**config.mk**
```make
export PLATFORM = sky130hd
export DESIGN_NAME = pnc_dist
export DESIGN_NICKNAME = d
export VERILOG_FILES = /design/src/palette_nearest_color_match_defines.svh /design/src/pnc_pkg.sv /design/src/pnc_dist.sv
export SDC_FILE = /design/constraint.sdc
export NUM_CORES = 1
export LEC_CHECK = 0
export ABC_AREA = 1
export ABC_CLOCK_PERIOD_IN_PS = 16900
export BUFFER_PORTS_ARGS = -buffer_cell sky130_fd_sc_hd__buf_2
export CAP_MARGIN = 10
export CORE_UTILIZATION = 58
export DETAILED_ROUTE_END_ITERATION = 8
export PLACE_DENSITY = 0.78
export SYNTH_ARGS = -nofsm -noshare
export SYNTH_HDL_FRONTEND = slang
export SYNTH_SLANG_ARGS = --single-unit
```
**constraint.sdc**
```tcl
create_clock -name clock -period 16.9 [get_ports clock]
set_clock_uncertainty 0.05 [all_clocks]
set_input_delay 3.38 -clock clock [delete_from_list [all_inputs] [get_ports clock]]
set_output_delay 3.38 -clock clock [all_outputs]
set_load 0.02 [all_outputs]
```
**src/palette_nearest_color_match_defines.svh**
```systemverilog
// Assertion macros shared by the palette colour match RTL.
`ifndef PALETTE_NEAREST_COLOR_MATCH_DEFINES_SVH
`define PALETTE_NEAREST_COLOR_MATCH_DEFINES_SVH

// Same-cycle implication, quiet during reset.
`define PNC_ASSERT_NOW(label, clk, rst, ante, cons, msg) \
   label: assert property (@(posedge clk) disable iff (rst) (ante) |-> (cons)) \
      else $error(msg);

// Next-cycle implication, quiet during reset.
`define PNC_ASSERT_NEXT(label, clk, rst, ante, cons, msg) \
   label: assert property (@(posedge clk) disable iff (rst) (ante) |=> (cons)) \
      else $error(msg);

`endif

```
**src/pnc_pkg.sv**
```systemverilog
// Shared types, constants and helpers for the palette colour match block.
package pnc_pkg;

   localparam int PNC_ENTRIES_DEFAULT = 256;
   localparam int ENTRY_W             = 24;
   localparam int CHAN_W              = 8;
   localparam int SQ_W                = 16;
   localparam int DIST_W              = 18;
   localparam int WORD_W              = 32;
   localparam int INDEX_W             = 8;
   localparam int CODE_W              = 15;

   localparam logic [0:0] OP_LOAD    = 1'b0;
   localparam logic [0:0] OP_QUERY   = 1'b1;
   localparam logic [0:0] KIND_ACK   = 1'b0;
   localparam logic [0:0] KIND_MATCH = 1'b1;

   localparam logic [CHAN_W-1:0] ALPHA_OPAQUE = 8'hFF;
   localparam logic [CHAN_W-1:0] ALPHA_CLEAR  = 8'h00;

   // Control that travels with each palette entry into the distance unit.
   typedef struct packed {
      logic valid;
      logic first;
      logic last;
   } scan_ctl_type;

   // Widen a 5-bit component to 8 bits: (c << 3) + 4.
   function automatic logic [CHAN_W-1:0] widen5(input logic [4:0] c5);
      return {c5, 3'b100};
   endfunction

endpackage

```
**src/pnc_dist.sv**
```systemverilog
// Squared RGB distance and running minimum over the entries leaving the ring.
module pnc_dist #(
   parameter int IDX_W = 8
) (
   input  logic                        clock,
   input  logic                        reset,
   input  pnc_pkg::scan_ctl_type       ctl_in,
   input  logic [IDX_W-1:0]            idx_in,
   input  logic [pnc_pkg::ENTRY_W-1:0] entry_in,
   input  logic [pnc_pkg::CHAN_W-1:0]  query_red,
   input  logic [pnc_pkg::CHAN_W-1:0]  query_green,
   input  logic [pnc_pkg::CHAN_W-1:0]  query_blue,
   output logic [IDX_W-1:0]            best_index,
   output logic [pnc_pkg::DIST_W-1:0]  best_distance,
   output logic                        done
);
   import pnc_pkg::*;

   // stage A: per-channel absolute difference and square
   logic [CHAN_W-1:0] diff_red, diff_green, diff_blue;
   logic [SQ_W-1:0]   sq_red_ff, sq_green_ff, sq_blue_ff;
   logic [SQ_W-1:0]   sq_red_in, sq_green_in, sq_blue_in;
   scan_ctl_type      ctl_a_ff;
   logic [IDX_W-1:0]  idx_a_ff;

   // stage B: sum and running minimum
   logic [DIST_W-1:0] dist_sum;
   logic              take;
   logic [DIST_W-1:0] best_dist_ff, best_dist_in;
   logic [IDX_W-1:0]  best_idx_ff, best_idx_in;
   logic              done_ff, done_in;

   function automatic logic [CHAN_W-1:0] abs_diff(input logic [CHAN_W-1:0] a,
                                                  input logic [CHAN_W-1:0] b);
      return (a >= b) ? (a - b) : (b - a);
   endfunction

   always_comb begin
      diff_red    = abs_diff(query_red,   entry_in[CHAN_W-1:0]);
      diff_green  = abs_diff(query_green, entry_in[2*CHAN_W-1:CHAN_W]);
      diff_blue   = abs_diff(query_blue,  entry_in[3*CHAN_W-1:2*CHAN_W]);
      sq_red_in   = SQ_W'(diff_red)   * SQ_W'(diff_red);
      sq_green_in = SQ_W'(diff_green) * SQ_W'(diff_green);
      sq_blue_in  = SQ_W'(diff_blue)  * SQ_W'(diff_blue);
   end

   always_ff @(posedge clock) begin
      sq_red_ff   <= sq_red_in;
      sq_green_ff <= sq_green_in;
      sq_blue_ff  <= sq_blue_in;
      idx_a_ff    <= idx_in;
   end

   always_ff @(posedge clock) begin
      if (reset) begin
         ctl_a_ff <= '0;
      end else begin
         ctl_a_ff <= ctl_in;
      end
   end

   always_comb begin
      dist_sum = DIST_W'(sq_red_ff) + DIST_W'(sq_green_ff) + DIST_W'(sq_blue_ff);
      // strict less-than keeps the lowest index on ties
      take = ctl_a_ff.valid && (ctl_a_ff.first || (dist_sum < best_dist_ff));
      best_dist_in = take ? dist_sum : best_dist_ff;
      best_idx_in  = take ? idx_a_ff : best_idx_ff;
      done_in      = ctl_a_ff.valid && ctl_a_ff.last;
   end

   always_ff @(posedge clock) begin
      best_dist_ff <= best_dist_in;
      best_idx_ff  <= best_idx_in;
   end

   always_ff @(posedge clock) begin
      if (reset) begin
         done_ff <= 1'b0;
      end else begin
         done_ff <= done_in;
      end
   end

   assign best_index    = best_idx_ff;
   assign best_distance = best_dist_ff;
   assign done          = done_ff;

endmodule

```
Word-level counts from Yosys, hierarchy flattened. Cells that the tools add are included.

Register bits: 86. Word-level logic and storage cells: 31. Output and inout bits: 27. Input port bits: 61.

Order comparisons: 4. Muxes and demuxes: 3. Multipliers: 3. Add/subtract/negate cells: 8. Reduce and logical (&&, ||, !) cells: 3.

Operators with widths (number): multiplier 8 x 8 -> 16 bit (3); subtractor 8 bit (6); >= comparator 8 bit (3); two-way mux 8 bit (3); adder 17 x 16 -> 18 bit (1); less-than comparator 18 bit (1); adder 16 x 16 -> 17 bit (1); logical AND 1 bit (2); logical OR 1 bit (1).

Longest topological paths before layout.
Depth after elaboration: 5. Mapped depth: 32. Mapped depth without buffers: 32.

Least setup slack after synthesis. Ideal clock, no wire load.

Path kind: in2reg. From: input query_green[0] (netlist name). To: register sq_green_ff[13]. Required time: 16.738 ns. Library setup time: 0.112 ns. Stages: 25. Setup slack: 8.576 ns. Arrival: 8.162 ns. Path buffers: 0. Cell sequence: inv_1 ha_1 inv_1 fa_1 nand3_1 nand3_1 nand2_1 nand3_2 o21ai_1 inv_2 nor2_1 fa_1 fa_1 inv_1 fa_1 fa_1 inv_1 ha_1 a21oi_1 a21boi_0 o21ai_0 nand2_1 nand2_1 nand2_1 nand2_1.

Longest elaborated chain between the ends: 3. Elaborated cells between the ends (all ways): 5. Classes of those cells: add/sub (2); mul (1); order compare (1); mux (1).

Ends and longest elaborated chain: start: declaration (line pnc_dist.sv:11) `input logic [pnc_pkg::CHAN_W-1:0] query_green,`; subtractor 8 bit or >= comparator 8 bit (tied branches) (line pnc_dist.sv:35) `return (a >= b) ? (a - b) : (b - a);`; two-way mux 8 bit (*) (line pnc_dist.sv:35); multiplier 8 x 8 -> 16 bit (*) (line pnc_dist.sv:43) `sq_green_in = SQ_W'(diff_green) * SQ_W'(diff_green);`; named net sq_green_in[13] (line pnc_dist.sv:22) `logic [SQ_W-1:0] sq_red_in, sq_green_in, sq_blue_in;`; end signal: assignment (line pnc_dist.sv:49) `sq_green_ff <= sq_green_in;`; end: declaration (line pnc_dist.sv:21) `logic [SQ_W-1:0] sq_red_ff, sq_green_ff, sq_blue_ff;`.

Mark *: on every way through the listed nets, which the timed path passes. The rest lies on a longest branch. A chain may end at the register's enable or synchronous reset.

Worst setup path in the final report.
From: input query_green[0] (netlist name). To: register sq_green_ff[12].

The elaborated chain is that of the path after synthesis.

==> summary.md <==
| Metric | Value |
|---|---|
| Max Slew Vio Count | `0` |
| Initial Utilization | `59.3%` |
| Worst-path maximum fanout | `9` |
| Hold Buf Count CTS | `0` |
| Inserted Diodes | `0` |
| CTS Buffer Depth | `2` |
| H-tree levels | `3` |
| Syn Inst Count | `1453` |
| Post-cts resize count | `0` |
| Post-layout util | `64.8%` |
| Final period util | `50.4%` |
| Yosys warnings | `0` |
| Clk Latency, worst-skew pair | `between 300 and 400 ps` |
| CP arrival | `8700 ps` |
| Crit Path Category | `input port to register` |
| Initial antenna violation count | `0` |
| Register area share after synthesis | `~17%` |
| WL final | `roughly 21000 um` |
| Worst-case reg-to-reg path depth | `19` |
| Hold Crit Depth | `0` |
| CTS tree | `yes` |
| Die footprint | `19700 um^2` |
| Final #Nets | `around 1900` |
| CP startpoint | `query_green[0]` |
| TritonCTS Buffers | `9` |
| Area Overhead vs Synth | `9.37%` |
| Metal-1 WL | `9950 um` |
| GPL Wtd Cong | `about 0.89` |
| Vias per cell | `5.02` |
| IO Count | `88` |
| Die span in x | `approximately 140 um` |
| Hold Crit Class | `register to register` |
| Total track usage | `23.1%` |
| FF-to-FF Start | `sq_green_ff[6]` |
| Drt initial violations | `between 300 and 400` |
| Proportion of layout cells with a drive suffix above 1 | `11.3%` |
| Commonest cells after routing, fill and taps aside | `inv_1, nand2_1, ha_1` |
| Max incr delay on CP | `530 ps` |
| Met3 routed WL | `approximately 720 um` |
| Most common cell on crit path | `nand2_1` |
| Crit path time final | `8510 ps` |
| IO buf count | `87` |
| Hold Fails Final Rpt | `0` |
| Worst setup EP type | `register` |
| CP delay by family, top | `adder cells` |
| CTS clk-pin slew, worst paths | `70 ps` |
| Cell area after synthesis | `about 11000 um^2` |
| First-pass GRT wire length | `~38000 um` |
| CP max stage cell | `fa_1` |
| Clk sinks | `83` |
| WP buf/inv | `7` |
| Max layer used | `met4` |
| Final setup fails | `0` |
| Final ANT Viol Nets | `0` |
| DRC Markers | `0` |
| Die Y | `140 um` |
| Post-synthesis cell type count | `41` |
| #FFs+latches synth | `83` |
| FF-to-FF End | `best_distance[5]` |
| Max_cap viols | `0` |
| Number of global-route vias before repair | `8845` |
| Hold wc startpoint | `idx_a_ff[7]` |
| Startpoint types | `input port` |
| Critical path required time | `17090 ps` |
| Hold endpoint | `best_index[7]` |
| Fin Setup TNS | `0 ps` |
| Via Count | `about 9000` |
| Core footprint | `18700 um^2` |
| TritonRoute pass-1 iters | `5` |
| Commonest non-fill, non-tap cell in the layout | `inv_1` |
| Met2 WL | `a little over 10000 um` |
| Remaining Overflow, GRT | `0` |
| Post-CTS setup buffer count | `0` |
| Hold WS | `355 ps` |
| Drt wl/cell | `12.0 um` |
| Largest net degree at the start of global routing | `27` |
| Syn Area/Cell | `7.63 um^2` |
| DP HPWL | `approximately 18000 um` |
| Status | `finished, final reports clean` |
| Worst reg2reg setup slack | `12900 ps` |
| Max Freq | `0.118 GHz` |
| RSZ-0062 raised after global routing | `false` |
| Clock root buffer | `clkbuf_16` |
| # rows | `50` |
-- cells by family after synthesis --
family / Yosys count / share of synthesized area (%)
simple gates: 580 / 23.2
buf+inv: 338 / 11.7
fa+ha+maj: 263 / 36.2
compound gates: 123 / 6.33
flops: 83 / 17.3
xor+xnor: 64 / 5.12
other cells: 2 / 0.0677
-- area by class of cell --
type	count	area, um^2
clock buffers	9	225
clock inverters	7	111
fillers	1616	6580
inverters	332	1260
multi-input cells	1033	7870
flip-flops and latches	83	1920
well taps	234	293
repair buffers	88	443
-- state kept, by name, summed over array words and instances (netlist names) --
signal,cells
best_distance,18
sq_blue_ff,15
sq_green_ff,15
sq_red_ff,15
best_index,8
idx_a_ff,8
ctl_a_ff,3
done,1
-- stage by stage --
step	instance area [um^2]	cells	setup slack, ps
after floorplan	11100	1454	8580
after global placement	11800	1770	8250
after detailed placement	11800	1770	8060
after CTS	12100	1786	8390
after global routing	12100	1786	7880
final	12100	1786	8390
-- synthesized netlist by cell type, drive strengths merged --
cell,count,share of area (%)
and3,3,0.17
xor2,40,3.2
xnor2,24,1.9
conb,2,0.068
or2,4,0.25
buf,6,0.37
nor3,1,0.045
a21boi,8,0.54
a21oi,60,2.7
o21ai,32,1.5
edfxtp,26,7.0
nor2,133,5.0
ha,166,19
dfxtp,57,10
fa,97,18
nand2,352,13
a31oi,2,0.11
nand3,75,3.6
o22ai,1,0.056
o21bai,8,0.54
o2111ai,4,0.32
a21o,8,0.54
inv,332,11
nand4,12,0.68
-- worst max-delay path by stage --
stage	endpoint	slack, ps	cells past startpoint
after floorplan	sq_green_ff[13]	8580	25
after global placement	sq_green_ff[13]	8250	26
after detailed placement	sq_green_ff[12]	8060	30
after CTS	sq_green_ff[12]	8390	30
after global routing	sq_green_ff[12]	7880	30
final	sq_green_ff[12]	8390	30
-- layer usage --
layer	GRT usage (%)	up-vias
met5	0	-
met4	7.17	0
met3	2.36	40
met2	41.2	165
met1	29.2	4103
li1	-	4651
Power is not shown: default switching activity piles up to over one toggle a cycle in this logic, so the estimate is an artifact.
