**src/palette_nearest_color_match_defines.svh**
```systemverilog
// Assertion macros shared by the palette colour match RTL.
`ifndef PALETTE_NEAREST_COLOR_MATCH_DEFINES_SVH
`define PALETTE_NEAREST_COLOR_MATCH_DEFINES_SVH

// Same-cycle implication, quiet during reset.
`define PNC_ASSERT_NOW(label, clk, rst, ante, cons, msg) \
   label: assert property (@(posedge clk) disable iff (rst) (ante) |-> (cons)) \
      else $error(msg);

// Next-cycle implication, quiet during reset.
`define PNC_ASSERT_NEXT(label, clk, rst, ante, cons, msg) \
   label: assert property (@(posedge clk) disable iff (rst) (ante) |=> (cons)) \
      else $error(msg);

`endif

```
**src/pnc_pkg.sv**
```systemverilog
// Shared types, constants and helpers for the palette colour match block.
package pnc_pkg;

   localparam int PNC_ENTRIES_DEFAULT = 256;
   localparam int ENTRY_W             = 24;
   localparam int CHAN_W              = 8;
   localparam int SQ_W                = 16;
   localparam int DIST_W              = 18;
   localparam int WORD_W              = 32;
   localparam int INDEX_W             = 8;
   localparam int CODE_W              = 15;

   localparam logic [0:0] OP_LOAD    = 1'b0;
   localparam logic [0:0] OP_QUERY   = 1'b1;
   localparam logic [0:0] KIND_ACK   = 1'b0;
   localparam logic [0:0] KIND_MATCH = 1'b1;

   localparam logic [CHAN_W-1:0] ALPHA_OPAQUE = 8'hFF;
   localparam logic [CHAN_W-1:0] ALPHA_CLEAR  = 8'h00;

   // Control that travels with each palette entry into the distance unit.
   typedef struct packed {
      logic valid;
      logic first;
      logic last;
   } scan_ctl_type;

   // Widen a 5-bit component to 8 bits: (c << 3) + 4.
   function automatic logic [CHAN_W-1:0] widen5(input logic [4:0] c5);
      return {c5, 3'b100};
   endfunction

endpackage

```
**src/pnc_cell.sv**
```systemverilog
// One palette entry of the rotating palette ring.
module pnc_cell (
   input  logic                      clock,
   input  logic                      reset,
   input  logic                      load_en,
   input  logic [pnc_pkg::ENTRY_W-1:0] load_data,
   input  logic                      shift_en,
   input  logic [pnc_pkg::ENTRY_W-1:0] shift_data,
   output logic [pnc_pkg::ENTRY_W-1:0] entry_q
);
   import pnc_pkg::*;

   logic [ENTRY_W-1:0] entry_ff;
   logic [ENTRY_W-1:0] entry_in;

   always_comb begin
      priority if (load_en) begin
         entry_in = load_data;
      end else if (shift_en) begin
         entry_in = shift_data;
      end else begin
         entry_in = entry_ff;
      end
   end

   always_ff @(posedge clock) begin
      if (reset) begin
         entry_ff <= '0;
      end else begin
         entry_ff <= entry_in;
      end
   end

   assign entry_q = entry_ff;

endmodule

```
**config.mk**
```make
export PLATFORM = sky130hd
export DESIGN_NAME = pnc_cell
export DESIGN_NICKNAME = d
export VERILOG_FILES = /design/src/palette_nearest_color_match_defines.svh /design/src/pnc_pkg.sv /design/src/pnc_cell.sv
export SDC_FILE = /design/constraint.sdc
export NUM_CORES = 1
export LEC_CHECK = 0
export BUFFER_PORTS_ARGS = -buffer_cell sky130_fd_sc_hd__clkbuf_2
export CAP_MARGIN = 20
export CORE_AREA = 2 2 58 60
export CTS_CLUSTER_SIZE = 16
export DETAILED_ROUTE_END_ITERATION = 16
export DIE_AREA = 0 0 60 62
export HOLD_SLACK_MARGIN = 0.08
export PLACE_DENSITY = 0.82
export REMOVE_ABC_BUFFERS = 1
export SLEW_MARGIN = 20
export SYNTH_ARGS = -nofsm -noshare
export SYNTH_HDL_FRONTEND = slang
export SYNTH_SLANG_ARGS = --single-unit
```
**constraint.sdc**
```tcl
create_clock -name clock -period 1.3 [get_ports clock]
set_clock_uncertainty 0.2 [all_clocks]
set_input_delay 0.26 -clock clock [delete_from_list [all_inputs] [get_ports clock]]
set_output_delay 0.26 -clock clock [all_outputs]
set_load 0.005 [all_outputs]
```
* Yosys cells after proc, flatten, opt, wreduce, memory -nomap -nowiden *
Index checks and enable logic that the tools add are counted.

cells by class
  mux-type cells = 2
  reductions and logical operators = 1

operators by type and width
  cell               count
  $mux 24            2
  $reduce_bool 2->1  1

word-level totals
  bits in registers = 24
  bits of input ports = 52
  logic and storage cells = 4

* Logic depth before layout (Yosys ltp) *
Gate-level depths: netlist of run 1.

  depth after elaboration = 2
  gate-level depth with buffers = 4
  depth with buffers taken out = 2

* Worst setup path after synthesis of run 1 *
OpenSTA, ideal clock, no wires.

  kind = input -> register
  start = input port shift_en
  end = register entry_ff[10], in the netlist entry_q[10]
  arrival = 0.794 ns
  required time = 0.970 ns
  setup slack = 0.176 ns
  stages on the path = 4
  cell sequence = buf_6 -> buf_12 -> mux2i_1 -> a211oi_2

on the way
  word-level cells in the longest chain between the ends = 1

ends and longest elaborated chain
  element                      line            source
  start, declared              pnc_cell.sv:7   input logic shift_en,
  $reduce_bool 2->1 (no line)  n/a
  end signal, assigned         pnc_cell.sv:30  entry_ff <= entry_in;
  end, declared                pnc_cell.sv:13  logic [ENTRY_W-1:0] entry_ff;

No other way between the ends.
A chain may end at the register's enable or synchronous reset.

* Final worst setup path of run 1 *
  start = register entry_ff[7], in the netlist entry_q[7]
  end = output port entry_q[7] (netlist bit)

RTL lines
  element        line           source
  end, declared  pnc_cell.sv:9  output logic [pnc_pkg::ENTRY_W-1:0] entry_q

No word-level cell between the ends.

==> results by group, run 1 <==
Status
  – Status: finished, final reports clean

Global route
  – Largest net degree at the start of global routing: 25
  – Number of global-route vias before repair: 1067
  – First-pass GRT wire length: between 4000 and 5000 um
  – Initial antenna violation count: 0
  – Gr ovfl total: 0
  – Total track usage: approximately 17%

CTS
  – H-Tree Depth: 1
  – CTS tree: yes
  – Clock Path Buffers: 2
  – Postcts setup bufs: 0
  – Hold buffers post-CTS: 27
  – CTS clock-pin slew for the worst setup and hold paths: 0.12 ns
  – CTS Buf Count: 3
  – Clk sinks: 24
  – Cts repair resizes: 0
  – CTS Root Buffer Type: clkbuf_4
  – Clk_lat worst skew: 0.30 ns

STA
  – Fin. max-slew vios: 0
  – Hold Fails Final Rpt: 0
  – RSZ-0062 raised after global routing: no
  – Slew headroom: 86.9%
  – Final worst-path cycle share: 96.6%
  – Final Setup Violations: 0
  – Max Fclk: between 700 and 800 MHz
  – Worst-Margin Slew: 0.191 ns
  – Min Hold Slack: 0.102 ns
  – Tmin final: 1.26 ns

Routing
  – First-pass iteration count of the detailed router: 4
  – Post-DRT Antenna Nets: 0
  – Wirelength per Cell: about 13 um
  – Vias after detailed routing: 1175
  – DRC: 0
  – Drt initial violations: 72
  – Post-detailed-route via-to-cell ratio: 4.63
  – WL final: 3330 um

Worst setup path
  – Worst-path cell chain: clkbuf_2
  – Slowest CP cell: dfxtp_1
  – Slowest stage delay, CP: 0.38 ns
  – Critical Path RT: between 0.8 and 0.9 ns
  – Data arrival time of the critical path: ~0.80 ns
  – Buf/Inv on CP: 1
  – Critical path peak fanout: 2
  – Critical path type: flop to output port
  – Crit start category: flop
  – Crit. End Element: output port
  – Family with the most delay on the worst path: flip-flops

Placed design
  – Gpl congestion: 0.663
  – Dpl cell area: 1670 um2
  – Post-DP HPWL: 2050 um
  – I/O Buffers: 75

Yosys
  – Post-synthesis cell count: 106
  – Post-Synth XOR/XNOR Area: 0%
  – Compound-cell area share of the yosys netlist: 22.7%
  – Seq/Total Area, Yosys: approximately two fifths
  – Area leader, netlist: dfxtp_1
  – Top-area cell type share of the netlist area: 38.9%
  – Synth area leaders: dfxtp_1 39%, a211oi_2 20%, mux2i_1 19%
  – Avg Inst Size Synth: 11.6 um2
  – Netlist Area Pre-Place: approximately 1200 um2
  – Post-synthesis cell type count: 10
  – #FFs+latches synth: 24
  – Adder and majority cell fraction of the synthesized area: 0%
  – Multiplexer share of the synthesized area: 19.5%
  – Ys Warns: 0
  – Largest family of logic cells by synthesized area: compound AO/OA/AOI/OAI gates
  – Post-Synth Simple-Gate Area: 12.2%

Finish
  – Most frequent cells in the layout: 75 x clkbuf_2, 27 x dlygate4sd3_1, 24 x mux2i_1, 24 x nor2b_1, 24 x dfxtp_1
  – Nets: 262
  – Design Area, Final: 1960 um2
  – Largest register FFs: 24
  – Share of post-route cells with drive strength above 1: 50.0%
  – Diodes inserted: 0
  – Area growth, synth to finish: 59.1%
  – Commonest non-fill, non-tap cell in the layout: clkbuf_2

Die
  – Die footprint: 3720 um2
  – I/O Pins: 76
  – Die outline height: 62 um
  – Total core area: 3180 um2
  – FP Rows: 21
  – Initial core utilization: 38.8%
  – Die width: 60 um

Hold path
  – Hold crit path type: input port to flop

Pwr
  – Leakage Power: 0.932 nW
  – PwrDens: 799 nW/um2
  – VDD IR max: 0.391 mV

Job
  – Max Cap Viol: 0
[metrics by stage]
| step | TNS (ns) | util [%] | worst slack (ns) | cells | power (mW) |
|---|---|---|---|---|---|
| 3_5_place_dp | 0 | 52.5 | 0.0404 | 224 | 1.21 |
| 4_1_cts | 0 | 61.7 | 0.0374 | 254 | 1.58 |
| 5_1_grt | 0 | 61.7 | 0.00798 | 254 | 1.66 |
| 6_report | 0 | 61.7 | 0.0440 | 254 | 1.57 |
| 3_3_place_gp | 0 | 52.5 | 0.0607 | 224 | 1.20 |
| 2_1_floorplan | -0.771 | - | -0.0430 | 97 | 0.991 |
[area by class of cell]
type / instances / area, um2
inverters: 1 / 3.75
repair buffers: 108 / 728
multi-input cells: 72 / 671
fillers: 260 / 1220
flip-flops and latches: 24 / 480
clock buffers: 3 / 22.5
well taps: 46 / 57.6
[worst min-delay path: stages]
cell,delay [ns]
clkbuf_2,0.08
mux2i_1,0.14
a211oi_1,0.08
[final timing paths]
path	depth (start not counted)	slack, ns	endpoint	startpoint
worst max-delay path	1	0.04	entry_q[7]	entry_q[7]$_SDFFE_PP0P_
worst min-delay path	3	0.10	entry_q[0]$_SDFFE_PP0P_	shift_data[0]
worst max register to register	2	0.36	entry_q[7]$_SDFFE_PP0P_	entry_q[7]$_SDFFE_PP0P_
worst min register to register	2	0.37	entry_q[23]$_SDFFE_PP0P_	entry_q[23]$_SDFFE_PP0P_
[logic make-up (layout without fill, tap and decap cells)]
group | count (synthesis) | count (layout)
AOI/OAI and AO/OA | 24 | 24
muxes | 24 | 24
buffers and inverters | 10 | 112
and+or+nand+nor | 24 | 24
DFF | 24 | 24
[cell usage after synthesis]
cell / count
a211oi_1: 4
a211oi_2: 20
buf_12: 2
buf_2: 4
buf_6: 1
clkbuf_1: 2
dfxtp_1: 24
inv_1: 1
mux2i_1: 24
nor2b_1: 24
[layer usage]
| metal | global-route usage [%] | part of all wire (%) | vias to the layer above |
|---|---|---|---|
| met5 | 0 | 0 | - |
| met4 | 6.67 | 0.66 | 0 |
| met3 | 1.86 | 5.4 | 2 |
| met2 | 31.7 | 51 | 45 |
| met1 | 20.3 | 43 | 541 |
| li1 | - | - | 587 |
[report_power, final]
part | switching (mW) | total [mW] | leakage [nW] | internal, mW
logic | 0.182 | 0.440 | 0.718 | 0.258
registers | 0.0289 | 0.821 | 0.200 | 0.792
clock network | 0.200 | 0.307 | 0.0138 | 0.108
(Power assumes the default switching activity.)
==> run 2, diff against run 1 <==
Settings changed: PLACE_DENSITY 0.82 to 0.75.
==> run 2 against run 1 <==
- worst setup slack got worse by 0.0023 ns
- global-route usage is 0.14 points lower
- critical path depth did not move
- cell count up 3.1%
- hold slack got worse by 0.014 ns
- sequential share of layout area is 0.53 points lower
- via count rose by 2.4%
- highest routed layer unchanged
==> results by group, run 2 (synthesized netlist as in run 1, its figures left out) <==
CTS
  – Clk_lat worst skew: 0.31 ns (was 0.30 ns)
  – H-Tree Depth: 1 (unchanged)
  – CTS tree: yes (unchanged)
  – CTS Buf Count: 3 (unchanged)
  – CTS clock-pin slew for the worst setup and hold paths: 0.14 ns (was 0.12 ns)
  – Clock Path Buffers: 2 (unchanged)
  – Clk sinks: 24 (unchanged)
  – CTS Root Buffer Type: clkbuf_4 (unchanged)

Worst setup path
  – Crit. End Element: output port (unchanged)
  – Critical Path RT: 0.84 ns (about the same)
  – Slowest CP cell: dfxtp_1 (unchanged)
  – FF-to-FF path depth: 2 (unchanged)
  – Reg2Reg Setup Slack: 0.32 ns (was 0.36 ns)
  – Data arrival time of the critical path: 0.80 ns (about the same)
  – Worst-path cell chain: clkbuf_2 (unchanged)
  – Critical path peak fanout: 2 (unchanged)
  – Crit start category: flop (unchanged)
  – Critical path depth: 1 (unchanged)
  – Slowest stage delay, CP: 0.36 ns (was 0.38 ns)
  – Reg2reg start: entry_q[21]$_SDFFE_PP0P_ (was entry_q[7]$_SDFFE_PP0P_)
  – Buf/Inv on CP: 1 (unchanged)
  – Worst R2R End: entry_q[21]$_SDFFE_PP0P_ (was entry_q[7]$_SDFFE_PP0P_)
  – Crit path launch: entry_q[14]$_SDFFE_PP0P_ (was entry_q[7]$_SDFFE_PP0P_)
  – Family with the most delay on the worst path: flip-flops (unchanged)
  – Critical path type: flop to output port (unchanged)
  – Critical Path Sink: entry_q[14] (was entry_q[7])

Routing
  – DRC: 0 (unchanged)
  – WL final: 3310 um (was 3330 um)
  – First-pass iteration count of the detailed router: 3 (was 4)
  – Post-detailed-route via-to-cell ratio: 4.59 (was 4.63)
  – Wirelength per Cell: 12.6 um (was 13.1 um)
  – Drt initial violations: 12 (was 72)
  – Vias after detailed routing: 1203 (was 1175)
  – Post-DRT Antenna Nets: 0 (unchanged)

Die
  – Total core area: 3180 um2 (unchanged)
  – Initial core utilization: 38.8% (unchanged)
  – Die footprint: 3720 um2 (unchanged)
  – I/O Pins: 76 (unchanged)
  – Die width: 60 um (unchanged)
  – FP Rows: 21 (unchanged)
  – Die outline height: 62 um (unchanged)

Global route
  – Gr ovfl total: 0 (unchanged)
  – First-pass GRT wire length: 4660 um (about the same)
  – Number of global-route vias before repair: 1107 (was 1067)
  – Total track usage: 17.0% (was 17.1%)
  – Largest net degree at the start of global routing: 25 (unchanged)
  – Initial antenna violation count: 0 (unchanged)

Finish
  – Area growth, synth to finish: 66.4% (was 59.1%)
  – Nets: 269 (was 262)
  – Commonest non-fill, non-tap cell in the layout: clkbuf_2 (unchanged)
  – Share of post-route cells with drive strength above 1: 53.7% (was 50.0%)
  – Most frequent cells in the layout: 75 x clkbuf_2, 32 x dlygate4sd3_1, 24 x mux2i_1, 24 x nor2b_1, 20 x a211oi_2 (was 75 x clkbuf_2, 27 x dlygate4sd3_1, 24 x mux2i_1, 24 x nor2b_1, 24 x dfxtp_1)
  – Fillers: 257 (was 260)
  – Design Area, Final: 2050 um2 (was 1960 um2)
  – Diodes inserted: 0 (unchanged)
  – Largest register FFs: 24 (unchanged)

STA
  – Hold Fails Final Rpt: 0 (unchanged)
  – Setup ws final: 0.0417 ns (was 0.0440 ns)
  – Final worst-path cycle share: 96.8% (was 96.6%)
  – Fin. max-slew vios: 0 (unchanged)
  – Setup TNS: 0 ns (unchanged)
  – Final Setup Violations: 0 (unchanged)
  – Tmin final: 1.26 ns (about the same)
  – Worst-Margin Slew: 0.365 ns (was 0.191 ns)
  – Slew headroom: 75.7% (was 86.9%)
  – Max Fclk: 795 MHz (was 796 MHz)

Pwr
  – VDD IR max: 0.412 mV (was 0.391 mV)
  – Leakage Power: 0.972 nW (was 0.932 nW)
  – PwrDens: 817 nW/um2 (was 799 nW/um2)

Hold path
  – Hold crit path type: input port to flop (unchanged)

Placed design
  – DP Worst Slack: 0.0511 ns (was 0.0404 ns)
  – Gpl congestion: 0.597 (was 0.663)
  – Dpl cell area: 1690 um2 (was 1670 um2)
  – I/O Buffers: 75 (unchanged)
  – Post-DP HPWL: 2330 um (was 2050 um)

Status
  – Status: finished, final reports clean (unchanged)

Job
  – Max Cap Viol: 0 (unchanged)
run 2: stage by stage:
stage | power [mW] | hold slack (ns) | utilization, % | std cells
after CTS | 1.70 | 0.0816 | 64.2 | 262
after global routing | 1.77 | 0.0816 | 64.6 | 262
final | 1.68 | 0.0871 | 64.6 | 262
after floorplan | 0.991 | 0.125 | - | 97
after global placement | 1.20 | 0.336 | 53.0 | 226
after detailed placement | 1.22 | 0.352 | 53.0 | 226
run 2: final cells by class:
type	instances	area [um2]	area share, %
clock buffer	4	36.3	1.77
inverter	1	3.75	0.183
multi-input combinational	72	671	32.7
sequential	24	492	23.9
tap	46	57.6	2.80
timing repair buffer	115	793	38.6
run 2: worst min-delay path by stage:
| stage | end | slack, ns | start | cells past startpoint |
|---|---|---|---|---|
| 3_5_place_dp | entry_q[23]$_SDFFE_PP0P_ | 0.35 | load_data[23] | 3 |
| 2_1_floorplan | entry_q[10]$_SDFFE_PP0P_ | 0.12 | reset | 1 |
| 3_3_place_gp | entry_q[22]$_SDFFE_PP0P_ | 0.34 | entry_q[22]$_SDFFE_PP0P_ | 2 |
| 6_report | entry_q[7]$_SDFFE_PP0P_ | 0.09 | shift_data[7] | 3 |
| 5_1_grt | entry_q[1]$_SDFFE_PP0P_ | 0.08 | shift_data[1] | 3 |
| 4_1_cts | entry_q[7]$_SDFFE_PP0P_ | 0.08 | shift_data[7] | 3 |
run 2: what timing repair did:
item                       CTS  global route
resized for setup            0             9
setup endpoints to repair    0             9
hold endpoints to repair    24             0
hold buffers                32             0
setup buffers                0             0
run 2: per-layer routing:
layer | vias to the layer above | track usage [%] | wire [um]
li1 | 604 | - | -
met4 | 0 | 7.30 | 55
met5 | - | 0 | 0
met2 | 42 | 34.0 | 1860
met3 | 4 | 3.11 | 155
met1 | 553 | 17.0 | 1240
run 2: where the power goes:
part           switching [mW]  internal (mW)
combinational           0.181          0.272
sequential             0.0301          0.796
clock                   0.227          0.171
total                   0.438           1.24
